==> src/rtl/idll_pkg.sv <==
// Shared types and constants of the indexed doubly linked list core.
// Used by the controller, the datapath and the top level; depends on nothing.
`default_nettype none

package idll_pkg;

  // Fixed field widths of the request and result transfers.
  localparam int unsigned OP_W     = 4;
  localparam int unsigned POS_W    = 9;
  localparam int unsigned ITEM_W   = 32;
  localparam int unsigned RES_W    = 32;
  localparam int unsigned STATUS_W = 2;
  localparam int unsigned COUNT_W  = 9;
  localparam int unsigned IN_DATA_W  = 48;
  localparam int unsigned OUT_DATA_W = 48;

  // Operation codes.
  localparam logic [OP_W-1:0] OP_ADD_FIRST    = 4'd0;
  localparam logic [OP_W-1:0] OP_ADD_LAST     = 4'd1;
  localparam logic [OP_W-1:0] OP_INSERT_AT    = 4'd2;
  localparam logic [OP_W-1:0] OP_REMOVE_FIRST = 4'd3;
  localparam logic [OP_W-1:0] OP_REMOVE_LAST  = 4'd4;
  localparam logic [OP_W-1:0] OP_REMOVE_AT    = 4'd5;
  localparam logic [OP_W-1:0] OP_GET_AT       = 4'd6;
  localparam logic [OP_W-1:0] OP_SET_AT       = 4'd7;
  localparam logic [OP_W-1:0] OP_GET_FIRST    = 4'd8;
  localparam logic [OP_W-1:0] OP_GET_LAST     = 4'd9;

  // Result status codes.
  localparam logic [STATUS_W-1:0] ST_OK        = 2'd0;
  localparam logic [STATUS_W-1:0] ST_BAD_POS   = 2'd1;
  localparam logic [STATUS_W-1:0] ST_EMPTY     = 2'd2;
  localparam logic [STATUS_W-1:0] ST_FULL      = 2'd3;

  // Datapath commands issued by the controller, one per cycle.
  typedef enum logic [3:0] {
    CMD_NONE,
    CMD_LATCH,
    CMD_CHECK,
    CMD_WALK_RD,
    CMD_WALK_STEP,
    CMD_SET_APPEND,
    CMD_CAP_PRV,
    CMD_RD_FREE,
    CMD_ALLOC,
    CMD_INS_W1,
    CMD_INS_W2,
    CMD_CAP_NODE,
    CMD_RM_W1,
    CMD_RM_W2,
    CMD_CAP_VAL,
    CMD_LOAD_OUT
  } dp_cmd_e;

  // Status flags returned from the datapath to the controller.
  typedef struct packed {
    logic err;
    logic nop;
    logic is_ins;
    logic is_rm;
    logic append;
    logic walk_done;
    logic out_busy;
  } dp_status_t;

endpackage

`default_nettype wire

==> src/rtl/idll_ctrl.sv <==
// Controller state machine of the list core: sequences each request.
// Depends on idll_pkg for the command and status types.
`default_nettype none

module idll_ctrl (
  input  wire logic                 clk_i,
  input  wire logic                 rst_ni,
  input  wire logic                 req_valid_i,
  output      logic                 req_ready_o,
  input  wire idll_pkg::dp_status_t status_i,
  output      idll_pkg::dp_cmd_e    cmd_o
);
  import idll_pkg::*;

  localparam logic [3:0] S_IDLE     = 4'd0;
  localparam logic [3:0] S_CHECK    = 4'd1;
  localparam logic [3:0] S_WALK     = 4'd2;
  localparam logic [3:0] S_WALK_W   = 4'd3;
  localparam logic [3:0] S_PRV_RD   = 4'd4;
  localparam logic [3:0] S_PRV_CAP  = 4'd5;
  localparam logic [3:0] S_FREE_RD  = 4'd6;
  localparam logic [3:0] S_ALLOC    = 4'd7;
  localparam logic [3:0] S_INS_W1   = 4'd8;
  localparam logic [3:0] S_INS_W2   = 4'd9;
  localparam logic [3:0] S_NODE_RD  = 4'd10;
  localparam logic [3:0] S_RM_CAP   = 4'd11;
  localparam logic [3:0] S_RM_W1    = 4'd12;
  localparam logic [3:0] S_RM_W2    = 4'd13;
  localparam logic [3:0] S_VAL_CAP  = 4'd14;
  localparam logic [3:0] S_RESULT   = 4'd15;

  logic [3:0] state_q, state_d;

  // Next state and command for the datapath.
  always_comb begin
    state_d     = state_q;
    cmd_o       = CMD_NONE;
    req_ready_o = 1'b0;
    unique case (state_q)
      S_IDLE: begin
        req_ready_o = 1'b1;
        if (req_valid_i) begin
          cmd_o   = CMD_LATCH;
          state_d = S_CHECK;
        end
      end
      S_CHECK: begin
        cmd_o = CMD_CHECK;
        if (status_i.err || status_i.nop) begin
          state_d = S_RESULT;
        end else begin
          state_d = S_WALK;
        end
      end
      S_WALK: begin
        if (!status_i.walk_done) begin
          cmd_o   = CMD_WALK_RD;
          state_d = S_WALK_W;
        end else if (status_i.is_ins && status_i.append) begin
          cmd_o   = CMD_SET_APPEND;
          state_d = S_FREE_RD;
        end else if (status_i.is_ins) begin
          state_d = S_PRV_RD;
        end else begin
          state_d = S_NODE_RD;
        end
      end
      S_WALK_W: begin
        cmd_o   = CMD_WALK_STEP;
        state_d = S_WALK;
      end
      S_PRV_RD: begin
        state_d = S_PRV_CAP;
      end
      S_PRV_CAP: begin
        cmd_o   = CMD_CAP_PRV;
        state_d = S_FREE_RD;
      end
      S_FREE_RD: begin
        cmd_o   = CMD_RD_FREE;
        state_d = S_ALLOC;
      end
      S_ALLOC: begin
        cmd_o   = CMD_ALLOC;
        state_d = S_INS_W1;
      end
      S_INS_W1: begin
        cmd_o   = CMD_INS_W1;
        state_d = S_INS_W2;
      end
      S_INS_W2: begin
        cmd_o   = CMD_INS_W2;
        state_d = S_RESULT;
      end
      S_NODE_RD: begin
        state_d = status_i.is_rm ? S_RM_CAP : S_VAL_CAP;
      end
      S_RM_CAP: begin
        cmd_o   = CMD_CAP_NODE;
        state_d = S_RM_W1;
      end
      S_RM_W1: begin
        cmd_o   = CMD_RM_W1;
        state_d = S_RM_W2;
      end
      S_RM_W2: begin
        cmd_o   = CMD_RM_W2;
        state_d = S_RESULT;
      end
      S_VAL_CAP: begin
        cmd_o   = CMD_CAP_VAL;
        state_d = S_RESULT;
      end
      S_RESULT: begin
        if (!status_i.out_busy) begin
          cmd_o   = CMD_LOAD_OUT;
          state_d = S_IDLE;
        end
      end
      default: begin
        state_d = S_IDLE;
      end
    endcase
  end

  // State register.
  always_ff @(posedge clk_i or negedge rst_ni) begin
    if (!rst_ni) begin
      state_q <= S_IDLE;
    end else begin
      state_q <= state_d;
    end
  end

endmodule

`default_nettype wire

==> config.mk <==
export PLATFORM = sky130hd
export DESIGN_NAME = idll_ctrl
export DESIGN_NICKNAME = d
export VERILOG_FILES = /design/src/rtl/idll_pkg.sv /design/src/rtl/idll_ctrl.sv
export SDC_FILE = /design/constraint.sdc
export NUM_CORES = 1
export LEC_CHECK = 0
export ABC_AREA = 1
export BUFFER_PORTS_ARGS = -buffer_cell sky130_fd_sc_hd__buf_2
export CORE_AREA = 2 2 39 41
export CTS_BUF_LIST = sky130_fd_sc_hd__clkbuf_16
export DETAILED_ROUTE_END_ITERATION = 12
export DIE_AREA = 0 0 41 43
export GPL_ROUTABILITY_DRIVEN = 0
export PLACE_DENSITY_LB_ADDON = 0.3
export SLEW_MARGIN = 25
export SYNTH_ARGS = -nofsm -noshare
export SYNTH_HDL_FRONTEND = slang
export SYNTH_SLANG_ARGS = --single-unit
==> constraint.sdc <==
create_clock -name clk_i -period 1.27 [get_ports clk_i]
set_input_delay 0.0635 -clock clk_i [delete_from_list [all_inputs] [get_ports clk_i]]
set_output_delay 0.0635 -clock clk_i [all_outputs]
set_load 0.05 [all_outputs]
==> results.ini <==
[floorplan]
die_h_microns = 43
die_w_microns = 41
start_util = 0.345
die_area_sq_um = 1760
core_area_sq_um = 1380
rows = 14
pin_count = 15

[job]
cap_violations = 0

[timing]
slew_headroom = 0.836
worst_clock_skew_ns = 0.00248
fmax_ghz = 0.678
finalCriticalPeriod_ns = 1.47
tightest_slew_ns = 0.244
finalCritPeriodShare = 1.16
finalSetupViolCount = 7
final_max_slew_viol_count = 0
hold_viol = 0
setup_slack_ns = -0.205
rsz0062_at_grt = yes

[clock_network]
cts_buffers = 3
clockBufferDepth = 2
path_clk_slew_ns = 0.03
cts_tree = yes
cts_num_sinks = 4
root_buffer = clkbuf_16
htreeDepth = 1
insertion_delay_ns = 0.23

[worst_setup_path]
critPathTopFamily = simple AND/OR/NAND/NOR gates
path_buf_inv = 2
path_max_fanout = 5
worstSetupPathType = flop to primary output
cp.required_ns = 1.21
crit_chain = nand2_4, inv_1, nand2_1, nand2_1, nor2_2, nand4_1, buf_6
crit_arrival_ns = 1.41
crit_slowest_cell = dfrtp_2
path_common_cell = nand2_1
critPathMaxStageDelay_ns = 0.46
startpoint_type = flop
end_kind = primary output

[layout]
largest_reg_flops = 4
fillers = 111
syn_to_final_growth_pct = 93.2
final_core_util = 0.667
largest_register = state_q
nNetsFinal = 140
drive_above_1_share = 0.523
reg.largest.list = state_q x4
layout_common_cells = nand2_1 (23), buf_4 (18), inv_1 (10)
final_common_cell = nand2_1
diodes = 0

[placed_design]
io_buffers = 14
hpwl_microns = 1180

[routing]
drtAntennaViolNets = 0
first_pass_iters = 4
viasPerCell = 5.17
wl_microns = 1700
vias = 745
routedWlPerCell_microns = 11.8
drc = 0
drtIter0Drc = 52

[global_routing]
track_usage = 0.242
antenna_found_initial = 0
grt_pass1_vias = 689
grt_pass1_wl_microns = 2900
grt_overflow = 0
grt_max_degree = 7

[synthesis]
synth_top_area_cell = nand2_1
synth_top_family_by_area = simple AND/OR/NAND/NOR gates
synth_cell_types = 13
synth_top_area_share = 0.236
synth-compound-area-share = 0.118
yosys.area_share.simple = 0.539
ys_ff_latch = 4
syn-instance-count = 91
synth_seq_area_share = 0.209
synthMuxAreaShare = 0
synth_xor_area_frac = 0
yosysWarnings = 0
synth_nets = 101
syn-cell-area_sq_um = 478
ys_top_cells_by_area = nand2_1 (24%), dfrtp_1 (21%), inv_1 (13%)
syn_avg_cell_area_sq_um = 5.25
synth_adder_area_share = 0

[min_path]
hp-class = primary input to flop

[outcome]
violations = negative setup slack
outcome = complete, but fails checks

## synth_stat cells
library cell,instances
nor2_1,13
dfrtp_1,4
nand2_2,1
nand3b_1,1
nand2_1,30
o2111ai_1,1
inv_1,17
a21oi_1,2
o31ai_1,1
o21ai_0,6
nand4_1,3
nor2_2,3
nand3_1,9
## worst paths after layout
path                                    to  slack [ns]        start  cells after the start
min in group asynchronous       state_q[2]        0.18       rst_ni                      2
worst min register to register  state_q[1]        0.71   state_q[0]                      2
worst max-delay path              cmd_o[0]       -0.20   state_q[0]                      7
worst min-delay path            state_q[1]        0.12  status_i[2]                      3
worst max register to register  state_q[2]       -0.05   state_q[0]                      7
max in group asynchronous       state_q[0]        0.95       rst_ni                      2
## worst register-to-register path, delay by kind of cell (launching register included)
| family | cells | cell delay, ns |
|---|---|---|
| flip-flops | 1 | 0.46 |
| AND/OR/NAND/NOR | 4 | 0.42 |
| buffers and inverters | 2 | 0.26 |
| AO/OA/AOI/OAI | 1 | 0.11 |
## stage by stage
| step | cells | hold WS [ns] | instance area (sq um) | setup WS [ns] | setup TNS [ns] |
|---|---|---|---|---|---|
| floorplan | 91 | -0.232 | 495 | -0.203 | -0.300 |
| global placement | 132 | -0.128 | 668 | -0.129 | -0.309 |
| detailed placement | 132 | -0.125 | 668 | -0.155 | -0.393 |
| CTS | 143 | 0.128 | 900 | -0.162 | -0.651 |
| global route | 144 | 0.131 | 923 | -0.280 | -1.39 |
| finish | 144 | 0.118 | 923 | -0.205 | -0.784 |
## repair_timing
item / 4_1_cts / 5_1_grt
buffers inserted: 7 / 1
setup endpoints to repair: 7 / 9
hold endpoints to repair: 4 / 0
pin swaps: 5 / 5
hold buffers: 1 / 0
resized for setup: 36 / 7
## cells by family (layout without fill, tap and decap cells)
group / after synthesis / count (layout)
AND/OR/NAND/NOR: 60 / 60
flip-flops: 4 / 4
buffers and inverters: 17 / 54
AO/OA/AOI/OAI: 10 / 10
## layer usage
metal | global-route usage | wire (microns) | up-vias
met3 | 0.0471 | 137 | 4
met4 | 0.107 | 32 | 0
met1 | 0.349 | 715 | 330
li1 | - | - | 367
met5 | 0 | 0 | -
met2 | 0.338 | 818 | 44
## cell type report
class / count / area, sq um / area share
multi-input combinational: 70 / 394 / 0.427
clock buffer: 3 / 75.1 / 0.0813
tap: 16 / 20.0 / 0.0217
timing repair buffer: 34 / 262 / 0.283
sequential: 4 / 105 / 0.114
inverter: 17 / 67.6 / 0.0732
Power is not shown: default switching activity piles up to over one toggle a cycle in this logic, so the estimate is an artifact.
